--- src/rtl/fdma_pkg.sv ---
// Shared types and constants for the frame delta moving average block.
// Used by fdma_ctrl, fdma_datapath and frame_delta_moving_average_core.
package fdma_pkg;

  localparam int COUNT_W       = 64;
  localparam int DELTA_W       = 48;
  localparam int INTERVAL_W    = 48;
  localparam int SINCE_W       = 49;
  localparam int MEAN_W        = 56;
  localparam int FRAC_W        = 8;
  localparam int CFG_INDEX_W   = 8;
  localparam int CFG_DATA_W    = 64;

  localparam int DEFAULT_HISTORY_DEPTH = 16;

  localparam logic [CFG_INDEX_W-1:0] CFG_START_COUNT     = CFG_INDEX_W'(0);
  localparam logic [CFG_INDEX_W-1:0] CFG_UPDATE_INTERVAL = CFG_INDEX_W'(1);

  typedef enum logic [2:0] {
    ST_IDLE,
    ST_DELTA,
    ST_RING,
    ST_DIV_START,
    ST_DIVIDE,
    ST_FINISH
  } state_t;

  typedef struct packed {
    logic take_sample;
    logic form_delta;
    logic ring_update;
    logic div_start;
    logic div_step;
    logic out_load;
  } cmd_t;

  typedef struct packed {
    logic div_last;
  } status_t;

endpackage

--- src/rtl/fdma_ctrl.sv ---
// Sequencer for the frame delta moving average block.
// Depends on fdma_pkg; drives the command struct into fdma_datapath.
module fdma_ctrl (
  input  logic            clk,
  input  logic            rst,
  input  logic            in_valid,
  output logic            in_stall,
  output logic            out_valid,
  input  logic            out_stall,
  output fdma_pkg::cmd_t  cmd,
  input  fdma_pkg::status_t status
);
  import fdma_pkg::*;

  state_t state;
  state_t state_next;
  logic   out_free;

  assign out_free = !out_valid || !out_stall;
  assign in_stall = (state != ST_IDLE);

  always_ff @(posedge clk) begin
    if (rst) begin
      state     <= ST_IDLE;
      out_valid <= 1'b0;
    end else begin
      state <= state_next;
      if (cmd.out_load) begin
        out_valid <= 1'b1;
      end else if (!out_stall) begin
        out_valid <= 1'b0;
      end
    end
  end

  always_comb begin
    state_next = state;
    cmd        = '0;
    case (state)
      ST_IDLE: begin
        if (in_valid) begin
          cmd.take_sample = 1'b1;
          state_next      = ST_DELTA;
        end
      end
      ST_DELTA: begin
        cmd.form_delta = 1'b1;
        state_next     = ST_RING;
      end
      ST_RING: begin
        cmd.ring_update = 1'b1;
        state_next      = ST_DIV_START;
      end
      ST_DIV_START: begin
        cmd.div_start = 1'b1;
        state_next    = ST_DIVIDE;
      end
      ST_DIVIDE: begin
        cmd.div_step = 1'b1;
        if (status.div_last) begin
          state_next = ST_FINISH;
        end
      end
      ST_FINISH: begin
        // hold until the result register is free or being emptied
        if (out_free) begin
          cmd.out_load = 1'b1;
          state_next   = ST_IDLE;
        end
      end
      default: begin
        state_next = ST_IDLE;
      end
    endcase
  end

endmodule

--- src/rtl/fdma_datapath.sv ---
// Datapath: delta, elapsed total, delta ring with running sum, restoring
// divider for the mean and the refresh timer. Depends on fdma_pkg.
module fdma_datapath #(
  parameter int HISTORY_DEPTH = fdma_pkg::DEFAULT_HISTORY_DEPTH
) (
  input  logic                                 clk,
  input  logic                                 rst,
  input  fdma_pkg::cmd_t                       cmd,
  output fdma_pkg::status_t                    status,
  input  logic                                 cfg_write_en,
  input  logic [fdma_pkg::CFG_INDEX_W-1:0]     cfg_index,
  input  logic [fdma_pkg::CFG_DATA_W-1:0]      cfg_data,
  input  logic [fdma_pkg::COUNT_W-1:0]         counter_value,
  output logic [fdma_pkg::DELTA_W-1:0]         delta_ticks,
  output logic                                 delta_saturated,
  output logic [fdma_pkg::COUNT_W-1:0]         elapsed_ticks,
  output logic [fdma_pkg::MEAN_W-1:0]          mean_delta,
  output logic [fdma_pkg::MEAN_W-1:0]          shown_delta,
  output logic                                 shown_updated
);
  import fdma_pkg::*;

  localparam int PTR_W  = (HISTORY_DEPTH > 1) ? $clog2(HISTORY_DEPTH) : 1;
  localparam int FILL_W = $clog2(HISTORY_DEPTH + 1);
  localparam int SUM_W  = DELTA_W + $clog2(HISTORY_DEPTH);
  localparam int DIV_W  = SUM_W + FRAC_W;
  localparam int CNT_W  = $clog2(DIV_W + 1);

  // configuration
  logic [COUNT_W-1:0]    start_count;
  logic [INTERVAL_W-1:0] update_interval;

  // sample and delta
  logic [COUNT_W-1:0] sample;
  logic [COUNT_W-1:0] previous_count;
  logic               reference_taken;
  logic [COUNT_W-1:0] elapsed_total;
  logic [DELTA_W-1:0] delta;
  logic               sat;
  logic [COUNT_W-1:0] raw;
  logic               raw_sat;

  // ring
  logic [DELTA_W-1:0] ring [HISTORY_DEPTH];
  logic [DELTA_W-1:0] ring_rd;
  logic [PTR_W-1:0]   wp;
  logic [FILL_W-1:0]  fill;
  logic [SUM_W-1:0]   ring_sum;
  logic [SUM_W-1:0]   ring_drop;
  logic               full;

  // refresh timer
  logic [SINCE_W-1:0] since_refresh;
  logic [MEAN_W-1:0]  shown_mean;
  logic               refreshed;

  // divider
  logic [DIV_W-1:0]   quot;
  logic [FILL_W-1:0]  rem;
  logic [CNT_W-1:0]   div_count;
  logic [FILL_W:0]    trial;
  logic               trial_ge;

  assign raw     = sample - (reference_taken ? previous_count : start_count);
  assign raw_sat = |raw[COUNT_W-1:DELTA_W];
  assign full    = (fill == FILL_W'(HISTORY_DEPTH));
  assign ring_drop = full ? SUM_W'(ring_rd) : '0;

  assign trial    = {rem, quot[DIV_W-1]};
  assign trial_ge = (trial >= {1'b0, fill});

  assign refreshed = (since_refresh >= SINCE_W'(update_interval));

  assign status.div_last = (div_count == CNT_W'(1));

  always_ff @(posedge clk) begin
    if (rst) begin
      start_count     <= '0;
      update_interval <= '0;
    end else if (cfg_write_en) begin
      if (cfg_index == CFG_START_COUNT) begin
        start_count <= cfg_data;
      end else if (cfg_index == CFG_UPDATE_INTERVAL) begin
        update_interval <= cfg_data[INTERVAL_W-1:0];
      end
    end
  end

  // ring memory, registered read at the write pointer
  always_ff @(posedge clk) begin
    ring_rd <= ring[wp];
    if (cmd.ring_update) begin
      ring[wp] <= delta;
    end
  end

  always_ff @(posedge clk) begin
    if (cmd.take_sample) begin
      sample <= counter_value;
    end
    if (cmd.form_delta) begin
      delta <= raw_sat ? {DELTA_W{1'b1}} : raw[DELTA_W-1:0];
      sat   <= raw_sat;
    end
  end

  always_ff @(posedge clk) begin
    if (rst) begin
      previous_count  <= '0;
      reference_taken <= 1'b0;
      elapsed_total   <= '0;
      wp              <= '0;
      fill            <= '0;
      ring_sum        <= '0;
      since_refresh   <= '0;
      shown_mean      <= '0;
    end else begin
      if (cmd.form_delta) begin
        previous_count  <= sample;
        reference_taken <= 1'b1;
        elapsed_total   <= elapsed_total + raw;
      end
      if (cmd.ring_update) begin
        // oldest entry leaves the sum only once the ring is full
        ring_sum      <= ring_sum - ring_drop + SUM_W'(delta);
        since_refresh <= since_refresh + SINCE_W'(delta);
        if (!full) begin
          fill <= fill + FILL_W'(1);
        end
        if (wp == PTR_W'(HISTORY_DEPTH - 1)) begin
          wp <= '0;
        end else begin
          wp <= wp + PTR_W'(1);
        end
      end
      if (cmd.out_load && refreshed) begin
        since_refresh <= '0;
        shown_mean    <= quot[MEAN_W-1:0];
      end
    end
  end

  // restoring divider: (ring_sum << 8) / fill, one quotient bit per cycle
  always_ff @(posedge clk) begin
    if (rst) begin
      div_count <= '0;
    end else if (cmd.div_start) begin
      div_count <= CNT_W'(DIV_W);
    end else if (cmd.div_step) begin
      div_count <= div_count - CNT_W'(1);
    end
  end

  always_ff @(posedge clk) begin
    if (cmd.div_start) begin
      quot <= {ring_sum, {FRAC_W{1'b0}}};
      rem  <= '0;
    end else if (cmd.div_step) begin
      if (trial_ge) begin
        rem  <= FILL_W'(trial - {1'b0, fill});
        quot <= {quot[DIV_W-2:0], 1'b1};
      end else begin
        rem  <= trial[FILL_W-1:0];
        quot <= {quot[DIV_W-2:0], 1'b0};
      end
    end
  end

  // result register
  always_ff @(posedge clk) begin
    if (cmd.out_load) begin
      delta_ticks     <= delta;
      delta_saturated <= sat;
      elapsed_ticks   <= elapsed_total;
      mean_delta      <= quot[MEAN_W-1:0];
      shown_delta     <= refreshed ? quot[MEAN_W-1:0] : shown_mean;
      shown_updated   <= refreshed;
    end
  end

endmodule

--- src/rtl/frame_delta_moving_average_core.sv ---
// Frame delta moving average: per-sample tick delta, elapsed total, running
// mean over the last HISTORY_DEPTH deltas and interval-latched shown mean.
// Depends on fdma_pkg, fdma_ctrl and fdma_datapath.
//
// One counter sample in gives one result out. After the transfer in, each
// sample passes through the delta, ring update, divider load, divide and
// result load steps, where the restoring divider that forms the mean makes
// one quotient bit per cycle over DIV_W = 56 + clog2(HISTORY_DEPTH) bits.
// A waiting result holds the result load, and the next sample can be taken
// once the result is loaded.
// The block takes one sample at a time; a new sample is taken while the
// previous result is still waiting in the output register. Delta is saturated
// to 48 bits; the first sample after reset is referenced to start_count.
// Configuration writes are single-cycle and should only be made while the
// block is idle.
module frame_delta_moving_average_core #(
  parameter int HISTORY_DEPTH = fdma_pkg::DEFAULT_HISTORY_DEPTH
) (
  input  logic                             clk,
  input  logic                             rst,
  input  logic                             cfg_write_en,
  input  logic [fdma_pkg::CFG_INDEX_W-1:0] cfg_index,
  input  logic [fdma_pkg::CFG_DATA_W-1:0]  cfg_data,
  input  logic                             in_valid,
  output logic                             in_stall,
  input  logic [fdma_pkg::COUNT_W-1:0]     counter_value,
  output logic                             out_valid,
  input  logic                             out_stall,
  output logic [fdma_pkg::DELTA_W-1:0]     delta_ticks,
  output logic                             delta_saturated,
  output logic [fdma_pkg::COUNT_W-1:0]     elapsed_ticks,
  output logic [fdma_pkg::MEAN_W-1:0]      mean_delta,
  output logic [fdma_pkg::MEAN_W-1:0]      shown_delta,
  output logic                             shown_updated
);
  import fdma_pkg::*;

  cmd_t    cmd;
  status_t status;

  fdma_ctrl u_ctrl (
    .clk       (clk),
    .rst       (rst),
    .in_valid  (in_valid),
    .in_stall  (in_stall),
    .out_valid (out_valid),
    .out_stall (out_stall),
    .cmd       (cmd),
    .status    (status)
  );

  fdma_datapath #(
    .HISTORY_DEPTH (HISTORY_DEPTH)
  ) u_datapath (
    .clk             (clk),
    .rst             (rst),
    .cmd             (cmd),
    .status          (status),
    .cfg_write_en    (cfg_write_en),
    .cfg_index       (cfg_index),
    .cfg_data        (cfg_data),
    .counter_value   (counter_value),
    .delta_ticks     (delta_ticks),
    .delta_saturated (delta_saturated),
    .elapsed_ticks   (elapsed_ticks),
    .mean_delta      (mean_delta),
    .shown_delta     (shown_delta),
    .shown_updated   (shown_updated)
  );

endmodule

--- config.mk ---
export PLATFORM = sky130hd
export DESIGN_NAME = frame_delta_moving_average_core
export DESIGN_NICKNAME = d
export VERILOG_FILES = /design/src/rtl/fdma_pkg.sv /design/src/rtl/fdma_ctrl.sv /design/src/rtl/fdma_datapath.sv /design/src/rtl/frame_delta_moving_average_core.sv
export SDC_FILE = /design/constraint.sdc
export NUM_CORES = 2
export LEC_CHECK = 0
export BUFFER_PORTS_ARGS = -buffer_cell sky130_fd_sc_hd__buf_2
export CORE_UTILIZATION = 40
export CTS_BUF_LIST = sky130_fd_sc_hd__clkbuf_4 sky130_fd_sc_hd__clkbuf_8
export DETAILED_ROUTE_END_ITERATION = 10
export PLACE_DENSITY = 0.66
export SLEW_MARGIN = 20
export SYNTH_ARGS = -nofsm -noshare
export SYNTH_HDL_FRONTEND = slang
export SYNTH_HIERARCHICAL = 1
export SYNTH_SLANG_ARGS = --single-unit
--- constraint.sdc ---
create_clock -name clk -period 19.5 [get_ports clk]
set_clock_uncertainty 0.05 [all_clocks]
set_input_delay 0.975 -clock clk [delete_from_list [all_inputs] [get_ports clk]]
set_output_delay 0.975 -clock clk [all_outputs]
set_load 0.005 [all_outputs]
==> results.md <==
- Result of the run: complete, no violations
- Hold_buf cts: 0
- Number of cells upsized or downsized after cts: 0
- Most used DFF post-synth: edfxtp_1
- Vias per cell: 5.361
- Worst EP required: 20,230 ps
- Global placer's final weighted congestion: 0.8807
- Number of DRC markers after the initial detailed-route iteration: 3,877
- Routed Wire Length: 197.8 mm
- Vias in the first global route: 48,440
- Area contributors post-synth: edfxtp_1 (46%), dfxtp_1 (13%), mux4_2 (7.2%)
- Total overflow reported by the global router: 0
- Mean routed wirelength per cell: 21.85 um
- Number of setup violations in the final report: 0
- Residual DRC: 0
- H-Tree Depth: 5
- I/O Buffers: 368
- Library cells used by synthesis: 89
- Synth Register Bits: 1,637
- Endpoints failing hold: 0
- TritonCTS clock tree: done
- CTS buffer count: 287
- Width of the chip: 435.1 um
- Cells after Synth: 5,909
- FFs w/ async S/R, synth: 0
- Ports placed on the boundary: 369
- Post-synthesis sequential area ratio: 0.5913
- Max Cap Violations: 0
- Actual slew at the worst max-slew pin: 1178 ps
- Multi-input combinational cell area: 28,490 um^2
- Most frequent cells in the layout: edfxtp_1 (1,159), nand2_1 (631), dfxtp_1 (473)
- Pins Over Slew Limit: 0
- Post-synthesis area per instance: 12.70 um^2
- Clock transition at the registers of the reported paths: 60 ps
- DRT antenna net count: 0
- Die height: 435.1 um
- Count of flip-flops with a built-in enable after synthesis: 1,159
- Number of buffers added for setup after CTS: 0
- Period utilisation layout: 0.3682
- Insertion delay of the later-clocked pin in the worst-skew pair: 1010 ps
- Warnings, synthesis: 6
- Maximum clock frequency: 0.1393 GHz
- Number of standard-cell rows in the floorplan: 158
- Core outline area: 185,800 um^2
- Total number of vias: 48,510
- Post-synth net total: 6,392
- HPWL after detailed placement: 127.9 mm
- Netlist area before placement: 75,040 um^2
- Placed inst area: 79,640 um^2
- Area share of the largest cell type after synthesis: 0.4638
- Die footprint: 189,300 um^2
- Crit start category: flip-flop
- Sequential cell area: 44,390 um^2
- Leakage dissipation: 0.03083 uW
- Setup TNS: 0 ps
- Layout overhead on the synthesized area: 14.08%
- Fin Hold WS: 154.3 ps
- Filler instances: 16,710
- Hold Path Class: in2reg
- Antenna violations before repair: 9
- Global Route Usage Sum: 0.2054
- Overall Power: 10,500 uW
- DR pass1 iterations: 5
- Largest net degree at the start of global routing: 189
- Period minus WS final: 7180 ps
- Setup repair after global routing missed its margin: no
- Worst-path fanout max: 55
- Area of all placed cells without fillers: 85,610 um^2
- Max Root-Sink Buffers: 4
- Relative slew margins: 0.2146
- Global-route wire length before repair: 297.4 mm
- Type of the setup path with the least slack: reg2reg
- Type of element capturing the critical path: flip-flop
- Root Buffer: clkbuf_8
- Most common library cell in the layout ignoring fill and taps: edfxtp_1
- Layout cells sized above 1: 0.1950
- CP arrival: 7910 ps
- Initial core utilization: 0.4038
- Power per unit of standard cell area: 122.7 nW/um^2
- Final Net Count: 6,835
- Post-Route Utilization: 0.4607
- Largest voltage drop on the vdd net: 0.2857 mV
- Yosys top cell by area: edfxtp_1
- Number of sinks on the clock net: 1,637
==> path summary, 6_finish.rpt <==
| kind | start | endpoint | slack, ps | depth (start not counted) |
|---|---|---|---|---|
| max | u_datapath/reference_taken | u_datapath/elapsed_total[63] | 12320 | 22 |
| min | counter_value[20] | u_datapath/sample[20] | 150 | 1 |
| max reg2reg | u_datapath/reference_taken | u_datapath/elapsed_total[63] | 12320 | 22 |
| min reg2reg | u_datapath/sat | u_datapath/delta_saturated | 380 | 0 |
==> synthesized netlist by cell type, types with 11 or more instances <==
| cell | n |
|---|---|
| a211oi_1 | 41 |
| a21o_1 | 161 |
| a21oi_1 | 445 |
| a31oi_1 | 36 |
| and2_1 | 84 |
| and3_1 | 30 |
| buf_1 | 33 |
| clkbuf_1 | 244 |
| dfxtp_1 | 478 |
| edfxtp_1 | 1159 |
| fa_1 | 52 |
| ha_1 | 290 |
| inv_1 | 322 |
| mux2_2 | 58 |
| mux2i_1 | 246 |
| mux4_2 | 240 |
| nand2_1 | 632 |
| nand2b_1 | 72 |
| nand3_1 | 61 |
| nand4_1 | 54 |
| nor2_1 | 402 |
| nor2b_1 | 24 |
| nor3_1 | 48 |
| o211ai_1 | 12 |
| o21a_1 | 36 |
| o21ai_0 | 183 |
| o21bai_1 | 36 |
| o31ai_1 | 11 |
| or2_2 | 11 |
| or3_1 | 13 |
| xnor2_1 | 139 |
| xor2_1 | 63 |
==> cell families after synthesis <==
group | Yosys count | share of synthesized area
buffers and inverters | 609 | 0.03073
AO/OA/AOI/OAI | 1096 | 0.09032
multiplexers | 544 | 0.1135
AND/OR/NAND/NOR | 1479 | 0.08833
adder cells (fa/ha/maj) | 342 | 0.06222
XOR/XNOR | 202 | 0.02358
flip-flops | 1637 | 0.5913
==> layer usage <==
metal	vias to the layer above	global-route usage	routed length, um
met4	0	0.06855	5753
met2	1601	0.3386	94670
li1	22610	-	-
met1	23980	0.2770	85750
met3	330	0.03091	11610
met5	-	0	0
==> layout make-up <==
type                            instances  area share
Sequential cell                      1637      0.5185
Multi-Input combinational cell       3663      0.3329
Clock buffer                          426     0.06177
Tap cell                             2480     0.03625
Timing Repair Buffer                  440     0.02853
Inverter                              323     0.01416
Clock inverter                         75    0.007717
Antenna cell                            6   0.0001754
==> registers in the layout, summed over array words and instances, names as in the netlist, 3 cells and up <==
register,count
u_ctrl/state,3
u_datapath/delta,48
u_datapath/delta_ticks,48
u_datapath/div_count,6
u_datapath/elapsed_ticks,64
u_datapath/elapsed_total,64
u_datapath/fill,5
u_datapath/mean_delta,56
u_datapath/previous_count,64
u_datapath/quot,60
u_datapath/rem,5
u_datapath/ring,768
u_datapath/ring_rd,48
u_datapath/ring_sum,52
u_datapath/sample,64
u_datapath/shown_delta,56
u_datapath/shown_mean,56
u_datapath/since_refresh,49
u_datapath/start_count,64
u_datapath/update_interval,48
u_datapath/wp,4
==> power breakdown <==
| part | switching, uW | internal, uW | leakage, uW |
|---|---|---|---|
| combinational | 1720 | 1400 | 0.0137 |
| clock | 1390 | 1880 | 0.00317 |
| sequential | 176 | 3940 | 0.0140 |
| total | 3280 | 7220 | 0.0308 |
==> critical path, stage by stage (launching register included) <==
cell      delay (ps)
dfxtp_4          450
buf_4            740
mux2i_1          200
ha_1             480
nand4_1          210
nor3_1           290
o21ai_0          130
a31oi_1          320
a21oi_1          230
o21ba_2          280
o41ai_1          600
xor2_1           190
ha_1             440
and2_1           200
nand4_1          130
or3_1            400
o21bai_1         400
a311oi_1         230
o41ai_1          510
nor3_1            90
a21oi_1          160
xor2_1           180
nor2_1            50
==> through the flow <==
| step | setup WS, ps | cells |
|---|---|---|
| finish | 12320 | 9050 |
| floorplan | 5238 | 5909 |
| detailed placement | 12320 | 8543 |
| global route | 11860 | 9048 |
| global placement | 12260 | 8543 |
| CTS | 12290 | 9044 |
Power figures use the tool's default switching activity.
